## src/sbc_pkg.sv

```systemverilog
// Shared types and constants of the sector buffer cache controller.
// Depends on nothing; every other file imports it.
package sbc_pkg;

   localparam int NUM_WAYS_DEF     = 64;
   localparam int SECTOR_BYTES_DEF = 512;
   localparam int MAX_RESULTS      = 64;

   localparam logic [1:0] MODE_READ  = 2'd0;
   localparam logic [1:0] MODE_WRITE = 2'd1;
   localparam logic [1:0] MODE_FLUSH = 2'd2;

   localparam logic [1:0] KIND_READ     = 2'd0;
   localparam logic [1:0] KIND_WRITE    = 2'd1;
   localparam logic [1:0] KIND_PREFETCH = 2'd2;
   localparam logic [1:0] KIND_FLUSH    = 2'd3;

   typedef struct packed {
      logic [1:0]  mode;
      logic [31:0] sector;
      logic [8:0]  byte_offset;
      logic [9:0]  byte_count;
   } req_type;

   typedef struct packed {
      logic [1:0]  kind;
      logic [5:0]  way;
      logic        hit;
      logic        fill_read;
      logic        writeback;
      logic [31:0] writeback_sector;
      logic        last;
   } rsp_type;

   typedef struct packed {
      logic [31:0] tag;
      logic        valid;
      logic        dirty;
      logic        accessed;
   } entry_type;

endpackage

```

## src/sbc_cell.sv

```systemverilog
// One way of the rotating tag ring: holds a tag with its marks.
// Depends on sbc_pkg.
module sbc_cell (
   input  logic               clock,
   input  logic               reset,
   input  sbc_pkg::entry_type d,
   output sbc_pkg::entry_type q
);
   import sbc_pkg::*;

   entry_type entry_ff;

   always_ff @(posedge clock) begin
      if (reset) begin
         entry_ff <= '0;
      end else begin
         entry_ff <= d;
      end
   end

   assign q = entry_ff;

endmodule

```

## src/sector_buffer_cache_controller.sv

```systemverilog
// Top level of the sector buffer cache controller: ring of way cells and sequencer.
// Depends on sbc_pkg and sbc_cell.
//
//   channel   ports                           handshake
//   request   start, busy, req_data           start high while busy low
//   result    rsp_strobe, rsp_data            one strobe per word, no back-pressure
//   config    csr_valid, csr_ready, csr_data  valid and ready high
//
// The ways rotate through the ring by one cell every cycle, so each access makes a
// search pass over all ways and then waits for the chosen way to come round to the
// head to be updated; a read with prefetch also searches for the next sector.
// A flush waits for way 0 and walks every way, one report word per dirty way.
// Reset clears every way; results are never stalled.
module sector_buffer_cache_controller #(
   parameter int NUM_WAYS     = sbc_pkg::NUM_WAYS_DEF,
   parameter int SECTOR_BYTES = sbc_pkg::SECTOR_BYTES_DEF
) (
   input  logic             clock,
   input  logic             reset,
   input  logic             start,
   output logic             busy,
   input  sbc_pkg::req_type req_data,
   output logic             rsp_strobe,
   output sbc_pkg::rsp_type rsp_data,
   input  logic             csr_valid,
   output logic             csr_ready,
   input  logic [31:0]      csr_data
);
   import sbc_pkg::*;

   localparam int WI  = $clog2(NUM_WAYS);
   localparam int IW  = $clog2(NUM_WAYS + 1);
   localparam int FCW = $clog2(MAX_RESULTS + 1);
   localparam logic [WI-1:0] LAST_WAY = WI'(NUM_WAYS - 1);
   localparam logic [IW-1:0] WAYS_U   = IW'(NUM_WAYS);

   localparam logic [2:0] ST_IDLE   = 3'd0;
   localparam logic [2:0] ST_SCAN   = 3'd1;
   localparam logic [2:0] ST_DECIDE = 3'd2;
   localparam logic [2:0] ST_UPD    = 3'd3;
   localparam logic [2:0] ST_EMIT   = 3'd4;
   localparam logic [2:0] ST_FLWAIT = 3'd5;
   localparam logic [2:0] ST_FLUSH  = 3'd6;
   localparam logic [2:0] ST_FLLAST = 3'd7;

   entry_type ring_q [NUM_WAYS];
   entry_type head;
   entry_type tail_in;

   logic [2:0]    state_ff, state_in;
   logic [WI-1:0] pos_ff, pos_in;
   logic [WI-1:0] scan_ff, scan_in;
   logic [IW-1:0] inuse_ff, inuse_in;
   logic [31:0]   disk_ff, disk_in;
   req_type       req_ff, req_in;
   logic [31:0]   sec_ff, sec_in;
   logic          pf_ff, pf_in;
   logic          mfound_ff, mfound_in;
   logic [WI-1:0] midx_ff, midx_in;
   logic [3:0]    cfound_ff, cfound_in;
   logic [WI-1:0] cidx_ff [4];
   logic [WI-1:0] cidx_in [4];
   logic [WI-1:0] tgt_ff, tgt_in;
   logic          hit_ff, hit_in;
   logic          alloc_ff, alloc_in;
   logic          upd_in;
   logic          wb_ff, wb_in;
   logic [31:0]   wbsec_ff, wbsec_in;
   logic          pend_ff, pend_in;
   logic [WI-1:0] pway_ff, pway_in;
   logic [31:0]   ptag_ff, ptag_in;
   logic [FCW-1:0] fcnt_ff, fcnt_in;
   logic          strobe_ff, strobe_in;
   rsp_type       rsp_ff, rsp_in;

   logic [WI-1:0] victim;
   logic [1:0]    cls;
   logic          pf_cond;
   logic          fill_w;

   genvar gi;
   generate
      for (gi = 0; gi < NUM_WAYS; gi++) begin : g_ring
         if (gi == NUM_WAYS - 1) begin : g_tail
            sbc_cell u_cell (.clock(clock), .reset(reset), .d(tail_in), .q(ring_q[gi]));
         end else begin : g_body
            sbc_cell u_cell (.clock(clock), .reset(reset), .d(ring_q[gi+1]),
                             .q(ring_q[gi]));
         end
      end
   endgenerate

   assign head      = ring_q[0];
   assign cls       = {head.dirty, head.accessed};
   assign pf_cond   = ({1'b0, req_ff.sector} + 33'd1) < {1'b0, disk_ff};
   assign fill_w    = (req_ff.byte_offset != 9'd0) ||
                      (32'(req_ff.byte_count) < 32'(SECTOR_BYTES));
   assign busy      = (state_ff != ST_IDLE);
   assign csr_ready = 1'b1;
   assign rsp_strobe = strobe_ff;
   assign rsp_data   = rsp_ff;

   always_comb begin
      if (cfound_ff[0]) begin
         victim = cidx_ff[0];
      end else if (cfound_ff[1]) begin
         victim = cidx_ff[1];
      end else if (cfound_ff[2]) begin
         victim = cidx_ff[2];
      end else begin
         victim = cidx_ff[3];
      end
   end

   always_comb begin
      state_in  = state_ff;
      pos_in    = (pos_ff == LAST_WAY) ? '0 : pos_ff + 1'b1;
      scan_in   = (scan_ff == LAST_WAY) ? '0 : scan_ff + 1'b1;
      inuse_in  = inuse_ff;
      disk_in   = (csr_valid && csr_ready) ? csr_data : disk_ff;
      req_in    = req_ff;
      sec_in    = sec_ff;
      pf_in     = pf_ff;
      mfound_in = mfound_ff;
      midx_in   = midx_ff;
      cfound_in = cfound_ff;
      cidx_in   = cidx_ff;
      tgt_in    = tgt_ff;
      hit_in    = hit_ff;
      alloc_in  = alloc_ff;
      upd_in    = 1'b0;
      wb_in     = wb_ff;
      wbsec_in  = wbsec_ff;
      pend_in   = pend_ff;
      pway_in   = pway_ff;
      ptag_in   = ptag_ff;
      fcnt_in   = fcnt_ff;
      strobe_in = 1'b0;
      rsp_in    = rsp_ff;
      tail_in   = head;

      unique case (state_ff)
         ST_IDLE: begin
            if (start) begin
               req_in    = req_data;
               sec_in    = req_data.sector;
               pf_in     = 1'b0;
               scan_in   = '0;
               mfound_in = 1'b0;
               cfound_in = '0;
               pend_in   = 1'b0;
               fcnt_in   = '0;
               if (req_data.mode == MODE_READ || req_data.mode == MODE_WRITE) begin
                  state_in = ST_SCAN;
               end else if (req_data.mode == MODE_FLUSH) begin
                  state_in = ST_FLWAIT;
               end else begin
                  state_in = ST_FLLAST;
               end
            end
         end
         ST_SCAN: begin
            if (head.valid && head.tag == sec_ff && (!mfound_ff || pos_ff < midx_ff)) begin
               mfound_in = 1'b1;
               midx_in   = pos_ff;
            end
            if (!cfound_ff[cls] || pos_ff < cidx_ff[cls]) begin
               cfound_in[cls] = 1'b1;
               cidx_in[cls]   = pos_ff;
            end
            if (scan_ff == LAST_WAY) begin
               state_in = ST_DECIDE;
            end
         end
         ST_DECIDE: begin
            wb_in    = 1'b0;
            wbsec_in = '0;
            hit_in   = mfound_ff;
            alloc_in = !mfound_ff;
            upd_in   = 1'b1;
            if (mfound_ff) begin
               tgt_in = midx_ff;
               if (pf_ff) begin
                  upd_in = 1'b0;
               end
            end else if (inuse_ff < WAYS_U) begin
               tgt_in   = inuse_ff[WI-1:0];
               inuse_in = inuse_ff + 1'b1;
            end else begin
               tgt_in = victim;
            end
            state_in = upd_in ? ST_UPD : ST_EMIT;
         end
         ST_UPD: begin
            if (pos_ff == tgt_ff) begin
               if (alloc_ff) begin
                  wb_in    = head.dirty;
                  wbsec_in = head.dirty ? head.tag : 32'd0;
                  tail_in.tag   = sec_ff;
                  tail_in.valid = 1'b1;
                  if (req_ff.mode == MODE_WRITE) begin
                     tail_in.dirty    = 1'b1;
                     tail_in.accessed = 1'b0;
                  end else begin
                     tail_in.dirty    = 1'b0;
                     tail_in.accessed = 1'b1;
                  end
               end else if (req_ff.mode == MODE_WRITE) begin
                  tail_in.dirty = 1'b1;
               end else begin
                  tail_in.accessed = 1'b1;
               end
               state_in = ST_EMIT;
            end
         end
         ST_EMIT: begin
            strobe_in               = 1'b1;
            rsp_in.way              = 6'(tgt_ff);
            rsp_in.hit              = hit_ff;
            rsp_in.writeback        = wb_ff;
            rsp_in.writeback_sector = wbsec_ff;
            if (req_ff.mode == MODE_WRITE) begin
               rsp_in.kind      = KIND_WRITE;
               rsp_in.fill_read = !hit_ff && fill_w;
               rsp_in.last      = 1'b1;
               state_in         = ST_IDLE;
            end else begin
               rsp_in.kind      = pf_ff ? KIND_PREFETCH : KIND_READ;
               rsp_in.fill_read = !hit_ff;
               rsp_in.last      = pf_ff || !pf_cond;
               if (!pf_ff && pf_cond) begin
                  pf_in     = 1'b1;
                  sec_in    = req_ff.sector + 32'd1;
                  scan_in   = '0;
                  mfound_in = 1'b0;
                  cfound_in = '0;
                  state_in  = ST_SCAN;
               end else begin
                  state_in = ST_IDLE;
               end
            end
         end
         ST_FLWAIT: begin
            scan_in = '0;
            if (pos_ff == LAST_WAY) begin
               state_in = ST_FLUSH;
            end
         end
         ST_FLUSH: begin
            if (head.valid && head.dirty) begin
               if (pend_ff) begin
                  strobe_in               = 1'b1;
                  rsp_in.kind             = KIND_FLUSH;
                  rsp_in.way              = 6'(pway_ff);
                  rsp_in.hit              = 1'b0;
                  rsp_in.fill_read        = 1'b0;
                  rsp_in.writeback        = 1'b1;
                  rsp_in.writeback_sector = ptag_ff;
                  rsp_in.last             = 1'b0;
               end
               pend_in = 1'b1;
               pway_in = pos_ff;
               ptag_in = head.tag;
               fcnt_in = fcnt_ff + 1'b1;
               if (fcnt_ff == FCW'(MAX_RESULTS - 1)) begin
                  state_in = ST_FLLAST;
               end
            end
            if (scan_ff == LAST_WAY) begin
               state_in = ST_FLLAST;
            end
         end
         ST_FLLAST: begin
            if (pend_ff) begin
               strobe_in               = 1'b1;
               rsp_in.kind             = KIND_FLUSH;
               rsp_in.way              = 6'(pway_ff);
               rsp_in.hit              = 1'b0;
               rsp_in.fill_read        = 1'b0;
               rsp_in.writeback        = 1'b1;
               rsp_in.writeback_sector = ptag_ff;
               rsp_in.last             = 1'b1;
            end
            pend_in  = 1'b0;
            state_in = ST_IDLE;
         end
         default: begin
            state_in = ST_IDLE;
         end
      endcase
   end

   always_ff @(posedge clock) begin
      if (reset) begin
         state_ff  <= ST_IDLE;
         pos_ff    <= '0;
         scan_ff   <= '0;
         inuse_ff  <= '0;
         disk_ff   <= '0;
         pend_ff   <= 1'b0;
         fcnt_ff   <= '0;
         strobe_ff <= 1'b0;
      end else begin
         state_ff  <= state_in;
         pos_ff    <= pos_in;
         scan_ff   <= scan_in;
         inuse_ff  <= inuse_in;
         disk_ff   <= disk_in;
         pend_ff   <= pend_in;
         fcnt_ff   <= fcnt_in;
         strobe_ff <= strobe_in;
      end
   end

   always_ff @(posedge clock) begin
      req_ff    <= req_in;
      sec_ff    <= sec_in;
      pf_ff     <= pf_in;
      mfound_ff <= mfound_in;
      midx_ff   <= midx_in;
      cfound_ff <= cfound_in;
      cidx_ff   <= cidx_in;
      tgt_ff    <= tgt_in;
      hit_ff    <= hit_in;
      alloc_ff  <= alloc_in;
      wb_ff     <= wb_in;
      wbsec_ff  <= wbsec_in;
      pway_ff   <= pway_in;
      ptag_ff   <= ptag_in;
      rsp_ff    <= rsp_in;
   end

endmodule

```

## config.mk

```make
export PLATFORM = sky130hd
export DESIGN_NAME = sector_buffer_cache_controller
export DESIGN_NICKNAME = d
export VERILOG_FILES = /design/src/sbc_pkg.sv /design/src/sbc_cell.sv /design/src/sector_buffer_cache_controller.sv
export SDC_FILE = /design/constraint.sdc
export NUM_CORES = 2
export LEC_CHECK = 0
export ABC_AREA = 1
export BUFFER_PORTS_ARGS = -buffer_cell sky130_fd_sc_hd__buf_2
export CAP_MARGIN = 30
export CORE_ASPECT_RATIO = 1.25
export CORE_MARGIN = 2
export CORE_UTILIZATION = 40
export DETAILED_ROUTE_END_ITERATION = 8
export GPL_TIMING_DRIVEN = 0
export PLACE_DENSITY_LB_ADDON = 0.1
export SETUP_SLACK_MARGIN = 0.3
export SLEW_MARGIN = 10
export SYNTH_ARGS = -nofsm -noshare
export SYNTH_HDL_FRONTEND = slang
export SYNTH_SLANG_ARGS = --single-unit
```

## constraint.sdc

```tcl
create_clock -name clock -period 9.3 [get_ports clock]
set_clock_uncertainty 0.05 [all_clocks]
set_input_delay 1.86 -clock clock [delete_from_list [all_inputs] [get_ports clock]]
set_output_delay 1.86 -clock clock [all_outputs]
set_load 0.01 [all_outputs]
```

### Word-level counts from Yosys, hierarchy flattened

Cells that the tools add are included.

* add/sub/neg operators: 6
* multipliers: 0
* div/mod/pow operators: 0
* magnitude comparators: 9
* equality and inequality tests: 29
* shifts and indexed selects: 0
* muxes and demuxes: 83
* bitwise operators: 3
* reduce and logical (&&, ||, !) cells: 41

Operator list (count)
* 2-to-1 mux 32 bit: 6
* 2-to-1 mux 44 bit: 3
* one-hot mux 44 bit (3 select lines): 1
* one-hot mux 32 bit (2 select lines): 2
* 2-to-1 mux 6 bit: 12
* 2-to-1 mux 35 bit: 2
* adder 32 x 1 -> 33 bit (second input constant): 1
* < comparator 33 x 32 -> 1 bit: 1
* 2-to-1 mux 33 bit: 1
* adder 32 x 1 -> 32 bit (second input constant): 1
* == test 32 bit: 1
* 2-to-1 mux 3 bit: 9
* bitwise mux 24 bit: 1
* inequality test 2 bit (second input constant): 12
* one-hot mux 3 bit (8 select lines): 1
* 2-to-1 mux 1 bit: 22
* one-hot mux 6 bit (3 select lines): 1
* 2-to-1 mux 4 bit: 4
* adder 7 x 1 -> 7 bit (second input constant): 2
* 2-to-1 mux 7 bit: 2
* one-hot mux 7 bit (2 select lines): 1
* adder 6 x 1 -> 6 bit (second input constant): 2
* binary-select mux 6 bit (select 2 bit): 1
* demux 6 bit (select 2 bit): 1
* 39 further kinds: 81

* bits in registers: 2547
* bits in latches: 0
* RAM bits: 0
* ROM bits: 0
* input bits: 89
* memories: 0

### Logic depth before layout (Yosys ltp)

* depth in word-level cells: 8
* depth in mapped cells: 22

### Hierarchy

From an unflattened synthesis, not the netlist that was laid out.

* cell total of the unflattened synthesis: 8451
* area total of the unflattened synthesis: 78990.8 um2

Modules (own cells, without submodules)
* sbc_cell: instances 64, cells an instance 109, area each 1013.5 um2, sequential area each 700.7 um2
* sector_buffer_cache_controller: instances 1, cells an instance 1475, area each 14128.6 um2, sequential area each 8318.0 um2

### Worst setup path after synthesis

Ideal clock, no wire load.

* path kind: reg2reg
* start: register req_ff[19] (netlist bit)
* end: register pf_ff, enable pin
* setup time: 420 ps
* arrival: 3773 ps
* setup slack: 5057 ps
* cell stages (with the launch flop): 17
* period minus slack after synthesis: 4243 ps
* path through: edfxtp_1 > ha_1 > nand3_1 > nor2_2 > nand2_2 > nor2_4 > nand4_4 > nor3_2 > xor2_1 > inv_1 > ha_1 > a21oi_1 > nand3b_2 > nand3_2 > nor2_4 > nand2_1 > a211oi_2

* longest elaborated chain between the ends: 5

RTL lines
* from (decl): line sector_buffer_cache_controller.sv:55 `req_type req_ff, req_in;`
* from (signal assigned): line sector_buffer_cache_controller.sv:316 `req_ff <= req_in;`
* adder 32 x 1 -> 33 bit: line sector_buffer_cache_controller.sv:95 `assign pf_cond = ({1'b0, req_ff.sector} + 33'd1) < {1'b0, disk_ff};`
* < comparator 33 x 32 -> 1 bit: line sector_buffer_cache_controller.sv:95
* logical AND 1 bit: line sector_buffer_cache_controller.sv:231 `if (!pf_ff && pf_cond) begin`
* inequality test 2 bit (no line)
* AND reduction 4 bit (no line)
* to (signal assigned): line sector_buffer_cache_controller.sv:318 `pf_ff <= pf_in;`
* to (decl): line sector_buffer_cache_controller.sv:57 `logic pf_ff, pf_in;`

Every way passes these cells.
A chain may end at the register's enable or synchronous reset.

### Worst setup path in the final report

* start: register req_ff[19] (netlist bit)
* end: register sec_ff[20], enable pin

* longest elaborated chain between the ends: 5

RTL lines
* adder 32 x 1 -> 33 bit: line sector_buffer_cache_controller.sv:95
* < comparator 33 x 32 -> 1 bit: line sector_buffer_cache_controller.sv:95
* logical AND 1 bit: line sector_buffer_cache_controller.sv:231
* inequality test 2 bit (no line)
* AND reduction 4 bit (no line)
* to (signal assigned): line sector_buffer_cache_controller.sv:317 `sec_ff <= sec_in;`
* to (decl): line sector_buffer_cache_controller.sv:56 `logic [31:0] sec_ff, sec_in;`

Every way passes these cells.

==> flow_metrics.env <==
export IMPL_status="finished clean"
export IMPL_synth_yosys_seq_area_share_pct=69.5
export IMPL_min_delay_path_depth=2
export IMPL_worst_pin_slew_ps=957
export IMPL_num_vias=45400
export IMPL_p_leak_nw=33.7
export IMPL_cp_required_ps=9810
export IMPL_cts_tree="done"
export IMPL_post_synth_top_count_cell="inv_1"
export IMPL_pre_cts_slack_ps=4880
export IMPL_synth_cells=8351
export IMPL_dr_pass1_iters=5
export IMPL_dp_cells=11000
export IMPL_cts_post_setup_buffers_inserted=0
export IMPL_clkPwrFrac_pct=42.7
export IMPL_clkSinkCount=2538
export IMPL_grt_usage_pct=14.5
export IMPL_via_per_inst=3.96
export IMPL_first_iter_violations=1496
export IMPL_seqCellArea_um2=53200
export IMPL_seqPwrFrac_pct=51.9
export IMPL_p_comb_share_pct=5.4
export IMPL_grt_pass1_vias=46200
export IMPL_clk_latency_ps=850
export IMPL_crit_type="register to register"
export IMPL_drt_wl_total_mm=139
export IMPL_cp_max_fo=17
export IMPL_finalSetupViolations=0
export IMPL_fin_ws_ps=5080
export IMPL_fmax_mhz=237
export IMPL_area_growth_pct=15.5
export IMPL_nFillCells=18500
export IMPL_row_count=179
export IMPL_synth_flop_cell="dfxtp_1"
export IMPL_cts_made_buffers=233
export IMPL_holdWs_ps=312
export IMPL_grt_overflow=0
export IMPL_initial_core_util_pct=40.2
export IMPL_cp_start_kind="register"
export IMPL_final_nets=8855
export IMPL_worstHoldPathType="register to register"
export IMPL_wl_per_cell_um=12.1
export IMPL_switching_share_pct=22.9
export IMPL_maxCapViolations=0
export IMPL_coreArea_um2=190000
export IMPL_antenna_found_initial=4
export IMPL_pin_count=136
export IMPL_setup_tns_final_ps=0
export IMPL_grt_start_max_net_pins=38
export IMPL_synth_commonest_cells="inv_1, nor2_1, dfxtp_1"
export IMPL_r2r_cells=21
export IMPL_synth_edf_count=235
export IMPL_slew_headroom_pct=36.2
export IMPL_slew_viol_final=0
export IMPL_synth_area_um2=76500
export IMPL_path_clk_slew_ps=60
export IMPL_power_density_nw_per_um2=252
export IMPL_synth_async_reset_ratio_pct=0
export IMPL_synth_area_top_cells="dfxtp_1, inv_1, nor2_1, edfxtp_1, nand2_1"
export IMPL_clock_root_buffer="clkbuf_16"
export IMPL_synth_warnings=0
export IMPL_synth_seq_cells=2538
export IMPL_syn_nets=8486
export IMPL_drcViolationCount=0
export IMPL_io_buffers=125
export IMPL_htree_levels=4
export IMPL_synth_area_per_cell_um2=9.16
export IMPL_cell_internal_pwr_w=0.0172
export IMPL_die_x_um=395
export IMPL_post_dp_hpwl_mm=97.8
export IMPL_instances_no_fill=11500
export IMPL_multi_input_area_um2=13300
export IMPL_fin_crit_sh_pct=45.4
export IMPL_grt_first_pass_wirelength_mm=231
export IMPL_die_area_um2=195000
export IMPL_gp_congestion=0.887
export IMPL_hold_viol_final=0
export IMPL_drtAntennaViolNets=0
export IMPL_reg2reg_slack_ps=5080
export IMPL_die_h_um=493
export IMPL_p_switching_w=0.00509
export IMPL_cts_hold_buf=0
export IMPL_cp_end_kind="register"
export IMPL_synth_top_cell_area_share_pct=60.3
export IMPL_cp_data_arrival_time_ps=4730
export IMPL_period_needed_ps=4220
export IMPL_ir_drop_mv=0.172
export IMPL_drive_gt1_share_pct=6.51
export IMPL_clockBufferDepth=3
export IMPL_ys_types=52
export IMPL_synth_largest_area_cell="dfxtp_1"
export IMPL_cts_resized_gates=0
export IMPL_rsz0062_at_grt="false"
layout make-up:
type / instances / share of cell area, %
inverter: 2378 / 10.1
buffer: 292 / 1.26
clock inverter: 68 / 0.868
multi-input combinational: 3143 / 15.1
tap: 2534 / 3.59
clock buffer: 369 / 8.00
sequential: 2538 / 60.2
timing repair buffer: 134 / 0.896
antenna: 3 / 0.00850
cell usage in the layout, fill, tap and decap left out, types with 106 or more instances in the layout:
master     instances
inv_1           2367
nor2_1          2331
dfxtp_1         2303
clkbuf_1         340
nand2_1          320
edfxtp_1         235
clkbuf_16        235
buf_2            131
a21oi_1          117
o21ai_0          106
sequential cells by signal (all words and copies together), names as in the netlist, 24 cells and up:
| signal | flops |
|---|---|
| cidx_ff | 24 |
| sec_ff | 32 |
| rsp_data | 44 |
| req_ff | 44 |
| g_ring.g_body.u_cell.q | 2205 |
| wbsec_ff | 32 |
| g_ring.g_tail.u_cell.q | 35 |
| ptag_ff | 32 |
| disk_ff | 32 |
kinds of logic after synthesis:
group           Yosys count  share of synthesized area (%)
other cells               1                        0.00490
buf+inv                2670                           13.1
xor+xnor                 46                          0.536
fa+ha+maj                46                          0.752
flops                  2538                           69.5
simple gates           2769                           14.1
compound gates          281                           2.01
through the flow:
stage	utilization [%]	area (µm²)	power [W]
floorplan	-	76500	0.0125
global placement	42.2	80300	0.0130
detailed placement	42.3	80500	0.0130
CTS	46.5	88300	0.0226
global route	46.5	88300	0.0232
finish	46.5	88300	0.0223
power groups by stage:
stage / Combinational (W) / Clock, W / Sequential (W)
floorplan: 0.000727 / 0 / 0.0117
global placement: 0.00114 / 0 / 0.0118
detailed placement: 0.00122 / 0 / 0.0118
CTS: 0.00122 / 0.00981 / 0.0116
global route: 0.00135 / 0.0103 / 0.0116
finish: 0.00120 / 0.00949 / 0.0116
worst max-delay path, cell delays in order (launching register included):
cell and delay (ps):
edfxtp_1 450, nand3_2 160, nor2_4 160, inv_2 60, nor2_1 110, nand2_1 110, nor4_1 320, nand3_1 180
nand2_1 90, inv_1 40, nor2_1 150, inv_1 70, ha_1 270, nand2_1 80, o21ai_0 90, a21oi_1 250
nor2_1 120, nor2_4 230, nand2_1 160, a211oi_4 330, buf_8 220, buf_8 190
layer usage:
layer,global-route usage (%),up-vias,share of wire (%)
li1,-,24200,-
met1,16.5,20300,42
met2,26.3,587,50
met3,2.44,309,3.3
met4,7.31,0,4.7
met5,0,-,0
worst paths after layout:
path,startpoint,to
worst max-delay path,req_ff[19],sec_ff[20]
worst min-delay path,g_ring[5].g_body.u_cell.q[23],g_ring[4].g_body.u_cell.q[23]
worst max register to register,req_ff[19],sec_ff[20]
worst min register to register,g_ring[5].g_body.u_cell.q[23],g_ring[4].g_body.u_cell.q[23]
Note: power is estimated with default switching activity, not from simulation.
